===== src/hw/rtl/pta_pkg.sv =====
// Shared types, widths and constants of the pitot traverse averager.
package pta_pkg;

   // Store capacity and derived index widths
   localparam int MAX_POINTS = 128;
   localparam int ADDR_W     = (MAX_POINTS > 1) ? $clog2(MAX_POINTS) : 1;
   localparam int CNT_W      = $clog2(MAX_POINTS + 1);

   // Field widths
   localparam int RD_W    = 24;
   localparam int COEF_W  = 17;
   localparam int VAL_W   = 32;
   localparam int MEAN_W  = 32;
   localparam int SHARE_W = 17;
   localparam int USED_W  = 8;

   localparam logic [COEF_W-1:0] COEF_RESET = COEF_W'(65536);

   // Scaling multiplier: reading times coefficient, twice
   localparam int MUL_A_W   = RD_W - 1 + COEF_W;
   localparam int PROD_W    = MUL_A_W + COEF_W;
   localparam int ROUND_BIT = 31;
   localparam int FRAC_OUT  = 32;

   // Square root of a stored value shifted up by 16
   localparam int RAD_W  = 42;
   localparam int ROOT_W = RAD_W / 2;

   // Root sum, its square and the mean divisor
   localparam int SUM_W  = ADDR_W + ROOT_W;
   localparam int SQ_W   = 2 * SUM_W;
   localparam int NSQ_W  = 2 * CNT_W;
   localparam int DEN_W  = NSQ_W + 16;
   localparam int NUM_W  = (SQ_W > CNT_W + 16) ? SQ_W : CNT_W + 16;
   localparam int REM_W  = DEN_W + 1;
   localparam int DCNT_W = $clog2(NUM_W + 1);

   // Peak compare operand
   localparam int CMP_W = VAL_W + 4;

   // Controller to datapath commands
   typedef struct packed {
      logic capture;
      logic mul_first;
      logic mul_second;
      logic sqrt_step;
      logic accumulate;
      logic square;
      logic div_load_mean;
      logic div_load_share;
      logic div_step;
      logic mean_take;
      logic sweep_start;
      logic sweep_step;
      logic result_take;
   } pta_cmd_type;

   // Datapath to controller status
   typedef struct packed {
      logic sqrt_done;
      logic div_done;
      logic sweep_done;
      logic last;
   } pta_status_type;

endpackage


===== src/hw/rtl/pta_ctrl.sv =====
// Sequencing state machine of the pitot traverse averager.
module pta_ctrl
   import pta_pkg::*;
(
   input  logic           clock,
   input  logic           reset,
   input  logic           start,
   output logic           busy,
   output logic           rsp_valid,
   output pta_cmd_type    cmd,
   input  pta_status_type status
);

   typedef enum logic [3:0] {
      ST_IDLE, ST_MUL1, ST_MUL2, ST_SQRT, ST_ACC, ST_SQR,
      ST_MLOAD, ST_MDIV, ST_SWEEP, ST_SLOAD, ST_SDIV
   } state_type;

   state_type state_ff, state_in;
   logic      valid_ff, valid_in;

   // Decode commands and next state
   always_comb begin
      cmd      = '0;
      state_in = state_ff;
      valid_in = 1'b0;
      unique case (state_ff)
         ST_IDLE: begin
            if (start) begin
               cmd.capture = 1'b1;
               state_in    = ST_MUL1;
            end
         end
         ST_MUL1: begin
            cmd.mul_first = 1'b1;
            state_in      = ST_MUL2;
         end
         ST_MUL2: begin
            cmd.mul_second = 1'b1;
            state_in       = ST_SQRT;
         end
         ST_SQRT: begin
            if (status.sqrt_done) begin
               state_in = ST_ACC;
            end else begin
               cmd.sqrt_step = 1'b1;
            end
         end
         ST_ACC: begin
            cmd.accumulate = 1'b1;
            state_in       = status.last ? ST_SQR : ST_IDLE;
         end
         ST_SQR: begin
            cmd.square = 1'b1;
            state_in   = ST_MLOAD;
         end
         ST_MLOAD: begin
            cmd.div_load_mean = 1'b1;
            state_in          = ST_MDIV;
         end
         ST_MDIV: begin
            if (status.div_done) begin
               cmd.mean_take   = 1'b1;
               cmd.sweep_start = 1'b1;
               state_in        = ST_SWEEP;
            end else begin
               cmd.div_step = 1'b1;
            end
         end
         ST_SWEEP: begin
            if (status.sweep_done) begin
               state_in = ST_SLOAD;
            end else begin
               cmd.sweep_step = 1'b1;
            end
         end
         ST_SLOAD: begin
            cmd.div_load_share = 1'b1;
            state_in           = ST_SDIV;
         end
         ST_SDIV: begin
            if (status.div_done) begin
               cmd.result_take = 1'b1;
               valid_in        = 1'b1;
               state_in        = ST_IDLE;
            end else begin
               cmd.div_step = 1'b1;
            end
         end
         default: state_in = ST_IDLE;
      endcase
   end

   // Hold state and the result strobe
   always_ff @(posedge clock) begin
      if (reset) begin
         state_ff <= ST_IDLE;
         valid_ff <= 1'b0;
      end else begin
         state_ff <= state_in;
         valid_ff <= valid_in;
      end
   end

   assign busy      = (state_ff != ST_IDLE);
   assign rsp_valid = valid_ff;

endmodule


===== config.mk =====
export PLATFORM = sky130hd
export DESIGN_NAME = pta_ctrl
export DESIGN_NICKNAME = d
export VERILOG_FILES = /design/src/hw/rtl/pta_pkg.sv /design/src/hw/rtl/pta_ctrl.sv
export SDC_FILE = /design/constraint.sdc
export NUM_CORES = 1
export LEC_CHECK = 0
export BUFFER_PORTS_ARGS = -buffer_cell sky130_fd_sc_hd__buf_4
export CAP_MARGIN = 20
export CORE_AREA = 2 2 39 41
export DETAILED_ROUTE_END_ITERATION = 7
export DIE_AREA = 0 0 41 43
export PLACE_DENSITY_LB_ADDON = 0.2
export SYNTH_ARGS = -nofsm -noshare
export SYNTH_HDL_FRONTEND = slang
export SYNTH_SLANG_ARGS = --single-unit

===== constraint.sdc =====
create_clock -name clock -period 2.4 [get_ports clock]
set_clock_uncertainty 0.15 [all_clocks]
set_input_delay 0.36 -clock clock [delete_from_list [all_inputs] [get_ports clock]]
set_output_delay 0.36 -clock clock [all_outputs]
set_load 0.05 [all_outputs]

Yosys cells after proc, flatten, opt, wreduce, memory -nomap -nowiden
Index checks and enable logic that the tools add are counted.
Word-level totals
  logic and storage cells: 46
  register bits after elaboration: 5
  bits of input ports: 7
  output and inout port bits: 15
Cells by class
  muxes and demuxes: 25
  equal/unequal tests: 15
  reductions and logical operators: 4
Operators with widths (count)
  $pmux 4 s11: 1
  $mux 4: 5
  $eq 4x3->1 const B: 4
  $mux 1: 16
  $eq 4x4->1 const B: 3
  $ne 2x2->1 const B: 5
  $eq 4x2->1 const B: 2
  $reduce_and 5->1: 1
  $eq 4x1->1 const B: 1
  $logic_not 4->1: 1
  $mux 2: 2
  $reduce_bool 4->1: 1
  $mux 3: 1
  $reduce_or 2->1: 1

Logic depth before layout (Yosys ltp)
  word-level depth: 3
  gate-level depth with buffers: 5
  mapped depth without buffers: 4

Worst setup path before layout
No wires, ideal clock.
  path type: reg-to-output
  from: register state_ff[0]
  to: output cmd[4] (netlist name)
  slack: -0.110 ns
  data required time: 1.890 ns
  path buffers: 2
  stages on the path, launching flop included: 5
  data arrival time: 2.000 ns
  path through: dfxtp_1 buf_2 clkbuf_1 a21oi_1 nor3b_1
RTL lines
  start, declared: line pta_ctrl.sv:19  | state_type state_ff, state_in;
  start signal, assigned: line pta_ctrl.sv:100  | state_ff <= state_in;
  end, declared: line pta_ctrl.sv:10  | output pta_cmd_type cmd,

==> flow_summary.json <==
{
  "drt_pre_antenna_iters": 3,
  "clk_pin_slew_ns": 0.04,
  "grt_util_met1": 0.1929,
  "ys_seq_area_frac": 0.2078,
  "nNetsFinal": 95,
  "clk_path_buf_depth": 2,
  "grt_pass1_vias": 456,
  "finalWirelength_um": 1169,
  "min_path_type": "in2reg",
  "cts_tree": "done",
  "grtUsageMet2": 0.2313,
  "worstPathCellList": "inv_1, and3_1, a21oi_1, nor3b_2, buf_4",
  "fin_crit_ns": 2.040,
  "min_from": "reset",
  "grt_use_total": 0.1506,
  "cts-root-buf": "clkbuf_4",
  "slowest_delay_ns": 0.55,
  "pin_count": 22,
  "crit_slowest_cell": "dfxtp_1",
  "grt.busiest_layer": "met2",
  "holdWs_ns": 0.1942,
  "synth.avg_cell_area_um2": 7.084,
  "layout_common_cells": "buf_4, nor2_1, nor3_1",
  "cp.required_ns": 1.89,
  "fp.dieH_um": 43,
  "max_slew_margin": 0.7286,
  "core_mm2": 0.001384,
  "synthTopCellsByArea": "dfxtp_1, nor2_1, nor3_1",
  "layout-drive-gt1-share": 0.3563,
  "rsz0062_at_grt": "false",
  "slew_violations": 0,
  "fin_crit_sh": 0.8502,
  "h-tree-depth": 1,
  "cts_hold_buf": 0,
  "yosysTopAreaCellShare": 0.2078,
  "area_delta_synth_final_pct": 35.32,
  "netlist_area_um2": 481.7,
  "grt_antenna_before_repair": 0,
  "power.density_mw_per_mm2": 837.0,
  "grt_pass1_wl_um": 1876,
  "cts_setup_buffers": 0,
  "final_common_cell": "buf_4",
  "die-width_um": 41,
  "grt_util_met3": 0.06806,
  "ys_seq_elements": 5,
  "insertedDiodeCount": 0,
  "endpoint_kind": "primary output",
  "vdd_drop_max_mv": 0.4286,
  "drt-initial-drc-count": 11,
  "post-dp-hpwl_um": 876.4,
  "path_delay_family": "flip-flops",
  "syn-num-nets": 75,
  "drcViolationCount": 0,
  "port_buffers": 21,
  "rr_startpoint": "state_ff[0]$_SDFFE_PP0P_",
  "vias": 533,
  "wl_per_cell_um": 11.35,
  "crit_path_start_kind": "flip-flop",
  "synthCells": 68,
  "cts_resized": 0,
  "gp_congestion": 0.7844,
  "outcome": "completed",
  "maxCapViolations": 0,
  "max_freq_mhz": 490.1,
  "vias_per_cell": 5.175,
  "ant_nets": 0,
  "startpoint": "state_ff[0]$_SDFFE_PP0P_",
  "numClockSinks": 5,
  "critPathKind": "reg2out",
  "synth_warnings": 0,
  "overflow": 0,
  "rows": 14,
  "tns_ns": 0,
  "cp_max_fo": 10,
  "initial_core_util": 0.3481,
  "cts_buffers": 3,
  "grt_max_degree": 16,
  "setup_viol": 0,
  "synth_top_cell_by_area": "dfxtp_1",
  "finalHoldViolations": 0,
  "die_area_mm2": 0.001763,
  "critPathArrivalTime_ns": 1.53,
  "p_leak_nw": 0.3010,
  "yosysUniqueCellTypes": 31,
  "tightest_slew_ns": 0.4066,
  "clock_latency_ns": 0.24,
  "path_buf_inv": 2
}
==> kinds of logic after synthesis <==
logic type | share of synthesized area
flip-flops | 0.2078
AND/OR/NAND/NOR | 0.4468
AO/OA/AOI/OAI | 0.1948
multiplexers | 0.02337
buffers and inverters | 0.1273
==> registers in the layout, summed over array words and instances, names as in the netlist <==
register,cells
rsp_valid,1
state_ff,4
==> per-layer routing <==
metal,part of all wire,up-vias
met5,0,-
met4,0,0
met3,0.052,0
met2,0.47,11
met1,0.48,242
li1,-,280
==> final cells by class <==
| type | instances | area [um2] |
|---|---|---|
| Tap cell | 16 | 20.02 |
| Fill cell | 148 | 732.0 |
| Sequential cell | 5 | 100.1 |
| Timing Repair Buffer | 23 | 172.7 |
| Inverter | 2 | 7.507 |
| Clock buffer | 4 | 26.28 |
| Multi-Input combinational cell | 53 | 325.3 |
==> where the power goes <==
group          internal (mW)  total, mW  switching (mW)
clock network         0.0628     0.0965          0.0337
registers             0.0964      0.136          0.0393
logic                  0.115      0.313           0.199
==> cell usage after synthesis <==
cell      number
inv_1          2
a32oi_1        1
nor3_1         7
o31ai_2        1
or3_1          1
and3_1         4
nand2b_4       1
nand4_1        1
o22ai_1        2
dfxtp_1        5
nor2b_1        2
a31oi_1        2
and2b_1        1
mux2_2         1
and2_1         1
a21oi_1        1
nor2_1        10
a211oi_1       1
nand3_1        1
or2b_1         1
a41o_1         1
nand2b_1       1
o21ai_0        3
buf_4          2
clkbuf_1       3
nand2_1        4
buf_2          1
and2_4         1
o32a_1         1
nor3b_1        3
buf_6          2
==> stage by stage <==
stage	std cells	instance area, um2	util	total power [mW]	setup slack, ns
after floorplan	68	486.7	-	0.3692	0.08396
after global placement	99	625.6	0.4521	0.4514	0.6130
after detailed placement	99	625.6	0.4521	0.4505	0.6263
after CTS	103	651.9	0.4711	0.5515	0.3560
after global routing	103	651.9	0.4711	0.5798	0.2595
final	103	651.9	0.4711	0.5456	0.3595
==> path summary, 6_finish.rpt <==
| path | end | slack [ns] | cells after the start |
|---|---|---|---|
| worst max-delay path | cmd[4] | 0.36 | 5 |
| worst min-delay path | rsp_valid$_SDFF_PP0_ | 0.19 | 2 |
| worst max register to register | state_ff[2]$_SDFFE_PP0P_ | 0.62 | 5 |
| worst min register to register | state_ff[2]$_SDFFE_PP0P_ | 0.53 | 2 |
No activity file was read; power rests on OpenSTA's default activity.
